$ cat config.mk
export PLATFORM = sky130hd
export DESIGN_NAME = qob_sqrt
export DESIGN_NICKNAME = d
export VERILOG_FILES = /design/src/sv/qob_pkg.sv /design/src/sv/qob_sqrt.sv
export SDC_FILE = /design/constraint.sdc
export NUM_CORES = 2
export LEC_CHECK = 0
export CAP_MARGIN = 20
export CORE_ASPECT_RATIO = 1.2
export CORE_UTILIZATION = 55
export CTS_CLUSTER_DIAMETER = 30
export CTS_CLUSTER_SIZE = 30
export DETAILED_ROUTE_END_ITERATION = 7
export DONT_BUFFER_PORTS = 1
export PLACE_DENSITY_LB_ADDON = 0.05
export RECOVER_POWER = 25
export SETUP_SLACK_MARGIN = 0.3
export SYNTH_ARGS = -nofsm -noshare
export SYNTH_HDL_FRONTEND = slang
export SYNTH_SLANG_ARGS = --single-unit
$ cat constraint.sdc
create_clock -name i_clk -period 5.7 [get_ports i_clk]
set_clock_uncertainty 0.1 [all_clocks]
set_input_delay 0.57 -clock i_clk [delete_from_list [all_inputs] [get_ports i_clk]]
set_output_delay 0.57 -clock i_clk [all_outputs]
set_load 0.01 [all_outputs]
$ cat src/sv/qob_pkg.sv
// Shared widths, stage counts and types for the quaternion orientation basis block.
// No dependencies; every other file of the block refers to this package by scoped names.
package qob_pkg;

    localparam int Q_W           = 16;
    localparam int OUT_W         = 16;
    localparam int FRACTION_BITS = 14;
    localparam int GUARD_BITS    = 15;
    localparam int NUM_LANE      = 6;

    localparam int PROD_W  = 2 * Q_W;
    localparam int SUM_W   = PROD_W + 1;
    localparam int N_W     = PROD_W + 3;
    localparam int ROOT_W  = (SUM_W + 2 * GUARD_BITS + 1) / 2;
    localparam int RAD_W   = 2 * ROOT_W;
    localparam int QUO_W   = Q_W + 2;
    localparam int LR_W    = QUO_W;
    localparam int REM_W   = N_W + GUARD_BITS + 2;
    localparam int UP_P_W  = 2 * LR_W;
    localparam int UP_D_W  = UP_P_W + 1;

    // Input register, products, sums, root stages, divide setup, divide stages,
    // sign, cross products, output.
    localparam int LATENCY = 3 + ROOT_W + 1 + QUO_W + 3;

    localparam logic signed [OUT_W-1:0] OUT_MAX = {1'b0, {(OUT_W-1){1'b1}}};
    localparam logic signed [OUT_W-1:0] OUT_MIN = {1'b1, {(OUT_W-1){1'b0}}};

    typedef struct packed {
        logic                zero;
        logic [NUM_LANE-1:0] neg;
    } t_div_side;

    // Returns {clip, value}: the value clipped to the output range.
    function automatic logic [OUT_W:0] sat_out(input logic signed [UP_D_W-1:0] v);
        logic [OUT_W:0] res;
        if (v > UP_D_W'(OUT_MAX)) begin
            res = {1'b1, OUT_MAX};
        end else if (v < UP_D_W'(OUT_MIN)) begin
            res = {1'b1, OUT_MIN};
        end else begin
            res = {1'b0, v[OUT_W-1:0]};
        end
        return res;
    endfunction

endpackage

$ cat src/sv/qob_sqrt.sv
// Pipelined integer square root, one result bit per register stage.
// Depends on qob_pkg for the radicand and root widths.
module qob_sqrt (
    input  logic                       i_clk,
    input  logic                       i_rst_n,
    input  logic                       i_valid,
    input  logic [qob_pkg::RAD_W-1:0]  i_rad,
    output logic                       o_valid,
    output logic [qob_pkg::ROOT_W-1:0] o_root
);

    logic [qob_pkg::RAD_W-1:0]  r_rem  [qob_pkg::ROOT_W];
    logic [qob_pkg::ROOT_W-1:0] r_root [qob_pkg::ROOT_W];
    logic                       r_vld  [qob_pkg::ROOT_W];

    for (genvar k = 0; k < qob_pkg::ROOT_W; k++) begin : g_stage
        localparam int B = qob_pkg::ROOT_W - 1 - k;
        logic [qob_pkg::RAD_W-1:0]  rem_in;
        logic [qob_pkg::RAD_W-1:0]  trial;
        logic [qob_pkg::ROOT_W-1:0] root_in;
        logic                       vld_in;

        if (k == 0) begin : g_first
            assign rem_in  = i_rad;
            assign root_in = '0;
            assign vld_in  = i_valid;
        end else begin : g_next
            assign rem_in  = r_rem[k-1];
            assign root_in = r_root[k-1];
            assign vld_in  = r_vld[k-1];
        end

        // The remainder holds radicand minus root squared; setting this bit adds
        // twice the root shifted by the bit, plus the bit squared.
        assign trial = (qob_pkg::RAD_W'(root_in) << (B + 1))
                     | (qob_pkg::RAD_W'(1) << (2 * B));

        always_ff @(posedge i_clk) begin
            if (!i_rst_n) begin
                r_vld[k] <= 1'b0;
            end else begin
                r_vld[k] <= vld_in;
            end
        end

        always_ff @(posedge i_clk) begin
            if (rem_in >= trial) begin
                r_rem[k]  <= rem_in - trial;
                r_root[k] <= root_in | (qob_pkg::ROOT_W'(1) << B);
            end else begin
                r_rem[k]  <= rem_in;
                r_root[k] <= root_in;
            end
        end
    end

    assign o_valid = r_vld[qob_pkg::ROOT_W-1];
    assign o_root  = r_root[qob_pkg::ROOT_W-1];

endmodule

# Word level (Yosys, flattened, before mapping)
# Memories as Yosys holds them, arrays and structs flattened.
# Index checks and enable logic that the tools add are counted.
# totals
inputBits	67
regBits	0
out_inout_bits	33
n_memories	3
wordCells	357
ramBits	3104
# op_classes
n_addsub	32
magnitude_cmp	32
muxes	194
bitwise	96
# mem_list
name	depth	word_bits	rd	rd_clocked_by_memory_dff	wr	line_no	source
r_rem	32	64	31	0	32	qob_sqrt.sv:12	logic [qob_pkg::RAD_W-1:0] r_rem [qob_pkg::ROOT_W];
r_root	32	32	32	0	32	qob_sqrt.sv:13	logic [qob_pkg::ROOT_W-1:0] r_root [qob_pkg::ROOT_W];
r_vld	32	1	32	0	32	qob_sqrt.sv:14	logic r_vld [qob_pkg::ROOT_W];
# ops
operator	count
$mux W64	32
$mux W32	32
$mux W1	130
$or A1 B1 Y1	96
$ge A64 B33 Y1	1
$ge A64 B34 Y1	1
$ge A64 B35 Y1	1
$ge A64 B36 Y1	1
$ge A64 B37 Y1	1
$ge A64 B38 Y1	1
$ge A64 B39 Y1	1
$ge A64 B40 Y1	1
$ge A64 B41 Y1	1
$ge A64 B42 Y1	1
$ge A64 B43 Y1	1
$ge A64 B44 Y1	1
$ge A64 B45 Y1	1
$ge A64 B46 Y1	1
$ge A64 B47 Y1	1
$ge A64 B48 Y1	1
$ge A64 B49 Y1	1
$ge A64 B50 Y1	1
$ge A64 B51 Y1	1
$ge A64 B52 Y1	1
other kinds (44)	44

# Logic depth before layout (Yosys ltp)
# An unclocked memory read counts as a cell.
# logic_depth
ltp_word	5
ltp_mapped	14
depth_no_buf	12

# Worst setup path after synthesis
# OpenSTA, ideal clock, no wires.
# synth_path
kind	register -> register
from	memory r_root[13][18] in the netlist's numbering
to	memory r_rem[1][757] in the netlist's numbering
path_stages_with_launch	15
arrival_ns	3.250
slack_ns	2.231
setup_time_ns	0.119
period_less_slack_ns	3.469
path_cell_list	dfxtp_1 > inv_1 > ha_1 > buf_2 > nand2_1 > or4_1 > nor4b_2 > a211o_2 > nor3_1 > and3_1 > buf_6 > or3_4 > buf_6 > or4b_4 > xnor2_2
# synth_lines
element	line_no
start: declaration	qob_sqrt.sv:13
end: declaration	qob_sqrt.sv:12

==> tab_implementation.tex <==
\begin{tabular}{lr}
\hline
Metric & Value \\
\hline
\multicolumn{2}{l}{\textbf{Status}} \\
\quad Result of the run & completed \\
\multicolumn{2}{l}{\textbf{Pwr}} \\
\quad Power density over the cells & 556.1 nW/um2 \\
\quad Static Leak & 51.74 nW \\
\quad Clock Power Share & 38.8\% \\
\quad Max rail drop VDD & 0.3849 mV \\
\quad Share of total power in combinational logic & 20.8\% \\
\quad Net switching fraction of the power & 31.87\% \\
\quad Net switching power figure & 20.15 mW \\
\quad Power, Total & 63.21 mW \\
\quad Int Pwr & 43.06 mW \\
\quad Proportion of power drawn by flip-flops and latches & 40.4\% \\
\multicolumn{2}{l}{\textbf{Timing}} \\
\quad Period utilization & 81.50\% \\
\quad Setup repair after global routing missed its margin & no \\
\quad F\_max & 0.2153 GHz \\
\quad Fin. max-slew vios & 0 \\
\quad Slew @ Worst Pin & 1114 ps \\
\quad Number of hold violations in the final report & 0 \\
\quad Max-Slew Margin vs Limit & 25.03\% \\
\quad Period minus WS final & 4646 ps \\
\quad Setup Total Neg Slack & 0 ps \\
\quad Setup Viol. Count Final & 0 \\
\multicolumn{2}{l}{\textbf{Global routing}} \\
\quad Total routing usage reported by global routing & 28.32\% \\
\quad Overall overflow remaining after global route & 0 \\
\quad First-pass GRT wire length & 395,200 um \\
\quad Maximum number of pins on one net before global-route repair & 60 \\
\quad Vias in the first global route & 71,491 \\
\quad Initial antenna violation count & 9 \\
\multicolumn{2}{l}{\textbf{Synthesis}} \\
\quad Synthesized Nets & 10,338 \\
\quad Distinct cell type count after synthesis & 87 \\
\quad Synthesized cell area & 96,490 um2 \\
\quad Proportion of synthesized flip-flops having asynchronous set or reset & 0\% \\
\quad Gate Count Post-Synth & 9,713 \\
\quad Most repeated cell in the gate-level netlist after synthesis & dfxtp\_1 \\
\quad Number of flops mapped to enable cells by yosys & 0 \\
\quad Fraction of post-synthesis cell area in the top cell type by area & 52.78\% \\
\quad Yosys top cell by area & dfxtp\_1 \\
\quad Leading register cell type out of synthesis & dfxtp\_1 \\
\quad Per-instance average area after synthesis & 9.934 um2 \\
\quad Number of flip-flops and latches in the synthesized netlist & 2,544 \\
\quad Synth cell count leaders & 2,544 x dfxtp\_1, 706 x inv\_1, 633 x nand2\_1 \\
\quad Post-synthesis sequential area ratio & 52.78\% \\
\quad Leading post-synthesis cells by cell area & dfxtp\_1 53\%, ha\_1 7.2\%, xnor2\_1 4.1\% \\
\quad Yosys warning total & 0 \\
\multicolumn{2}{l}{\textbf{Worst setup path}} \\
\quad Required time worst endpoint & 6390 ps \\
\quad Critical Path Fanout Max & 6 \\
\quad Critical path launch point type & flip-flop \\
\quad Critical path class & flip-flop to flip-flop \\
\quad Nature of the critical path endpoint & flip-flop \\
\quad Data arrival time of the critical path & 5340 ps \\
\quad Launch instance of the worst register-to-register path & r\_root[12][31] \\
\quad Reg-to-reg endpoint & r\_rem[1][617] \\
\quad Internal reg-to-reg setup slack & 1050 ps \\
\quad Worst-case reg-to-reg path depth & 13 \\
\multicolumn{2}{l}{\textbf{Worst hold path}} \\
\quad Worst Hold Endpoint & r\_rem[0][14] \\
\quad Hold Startpoint & i\_rad[14] \\
\quad Hold Path Depth & 1 \\
\quad Type of the tightest min-delay check & input pin to flip-flop \\
\multicolumn{2}{l}{\textbf{Clock tree}} \\
\quad Clock tree from TritonCTS & built \\
\quad Clk buf depth & 4 \\
\quad Number of clock sinks & 2,544 \\
\quad H-tree levels & 5 \\
\quad Inserted Clock Buffers & 411 \\
\quad Clock Pin Slew Worst Setup and Hold Paths & 60 ps \\
\quad Clock root buffer & clkbuf\_16 \\
\quad Worst-Skew Late Latency & 980 ps \\
\quad Post-CTS resize count & 0 \\
\multicolumn{2}{l}{\textbf{Die}} \\
\quad Count of standard-cell rows & 168 \\
\quad Initial Utilization & 55.30\% \\
\quad Area of the die & 177,100 um2 \\
\quad Core area & 174,500 um2 \\
\quad Die X-Extent & 384.4 um \\
\quad Die height & 460.8 um \\
\quad Ports & 100 \\
\multicolumn{2}{l}{\textbf{Place}} \\
\quad Count of buffers from port buffering & 0 \\
\quad Post-placement cell area & 98,960 um2 \\
\quad Post-DP HPWL & 194,400 um \\
\quad Cell Count Post-Placement & 11,854 \\
\quad GPL Wtd Cong & 0.9539 \\
\multicolumn{2}{l}{\textbf{Finish}} \\
\quad Number of nets in the layout & 10,668 \\
\quad Layout cell share with drive strength beyond 1 & 8.959\% \\
\quad Total area of sequential cells & 50,930 um2 \\
\quad Layout fillers & 14,033 \\
\quad Share of the core filled with cells in the final layout & 65.15\% \\
\quad Final cell count without fillers & 12,668 \\
\quad Layout-stage area growth over the synthesis result & 17.81\% \\
\quad Finished Cell Area & 113,700 um2 \\
\quad Multi-input gate area in the final layout & 42,210 um2 \\
\multicolumn{2}{l}{\textbf{Detailed routing}} \\
\quad Antenna violation net count after detailed routing & 0 \\
\quad Final routed wirelength across all metal layers & 253,700 um \\
\quad Average routed wire per standard cell & 20.03 um \\
\quad First DRT Iteration DRCs & 3,662 \\
\quad Routed vias & 70,741 \\
\quad Remaining routing DRC violations & 0 \\
\quad Average vias per placed instance & 5.584 \\
\quad Total iterations of the first detailed-routing run & 6 \\
\multicolumn{2}{l}{\textbf{Flow run}} \\
\quad Max\_cap viols & 0 \\
\hline
\end{tabular}
[power by group through the flow]
stage / combinational [mW] / clock (mW) / sequential [mW]
2_1_floorplan: 10.2 / 0 / 24.1
3_3_place_gp: 12.7 / 0 / 25.8
3_5_place_dp: 12.9 / 0 / 25.8
4_1_cts: 13.1 / 24.9 / 25.5
5_1_grt: 14.6 / 25.8 / 25.9
6_report: 13.1 / 24.6 / 25.5
[worst max-delay path by stage]
| stage | startpoint | to | slack, ps | cells after the start |
|---|---|---|---|---|
| finish | r_root[12][31] | r_rem[1][617] | 1050 | 13 |
| CTS | r_root[12][31] | r_rem[1][617] | 860 | 13 |
| floorplan | r_root[13][18] | r_rem[1][757] | 2230 | 14 |
| detailed placement | r_root[12][31] | r_rem[1][617] | 910 | 13 |
| global route | r_root[12][31] | r_rem[1][629] | 630 | 13 |
| global placement | r_root[12][31] | r_rem[1][619] | 940 | 13 |
[cells in the final DEF (no fill, tap or decap), types with 54 or more instances in the layout]
cell type	Yosys	layout
dfxtp_1	2544	2544
inv_1	706	706
nand2_1	633	633
nor2_1	607	607
a21oi_1	567	565
ha_1	558	558
o21ai_0	478	476
xnor2_1	447	447
xor2_1	417	417
clkbuf_16	0	414
nor4_1	358	358
nor3_1	258	257
a21o_1	223	223
nand3_1	173	173
nand4_1	160	160
nand2b_1	116	116
o21a_1	99	99
or3_1	91	91
nor2b_1	75	75
mux2_2	74	74
or4_1	70	70
dlygate4sd3_1	0	68
inv_6	0	65
and2_1	65	64
or2_2	54	54
[layer usage]
layer	up-vias	share of wire, %	track usage, %	wire length (um)
met2	1753	51	51.42	128700
met5	-	0.0083	0	21
li1	34767	-	-	-
met4	4	4.6	13.56	11770
met1	33595	41	32.16	103000
met3	622	4.0	4.334	10200
[metrics by stage]
step | hold WS (ps) | worst slack (ps)
6_report | 82.07 | 1054
5_1_grt | 35.83 | 634.6
4_1_cts | 16.46 | 861.0
3_5_place_dp | 229.3 | 907.3
3_3_place_gp | 226.6 | 936.8
2_1_floorplan | 222.4 | 2231
[registers in the layout, indices dropped and copies added (netlist names)]
name and cells:
r_vld 32, r_rem 1984, r_root 528
[repair_timing]
item	in CTS	in global routing
hold buffers	68	0
endpoints found under the hold margin	97	0
setup buffers	0	0
[layout make-up]
type / instances / share of cell area [%]
Clock buffer: 472 / 9.605
Multi-Input combinational cell: 6266 / 37.14
Clock inverter: 268 / 2.710
Antenna cell: 3 / 0.006604
Timing Repair Buffer: 109 / 0.8630
Tap cell: 2295 / 2.526
Sequential cell: 2544 / 44.80
Inverter: 711 / 2.348
[kinds of logic after synthesis]
kind of cell    count (synthesis)  share of synthesized area (%)
compound gates               1850                          11.93
xor+xnor                      865                          7.860
fa+ha+maj                     558                          7.236
buf+inv                       903                          3.553
flops                        2544                          52.78
mux                            82                         0.9466
simple gates                 2911                          15.69
[worst max-delay path: stages (launching register included)]
cell and delay, ps:
dfxtp_1 390, inv_1 60, ha_1 340, nand2_1 100, nor3b_1 890, nand4_1 330
nor4_1 620, buf_4 240, or4b_1 200, nor3b_4 70, inv_1 340, nand3b_1 280
nor4b_1 420, xor2_1 110
Power figures use the tool's default switching activity.
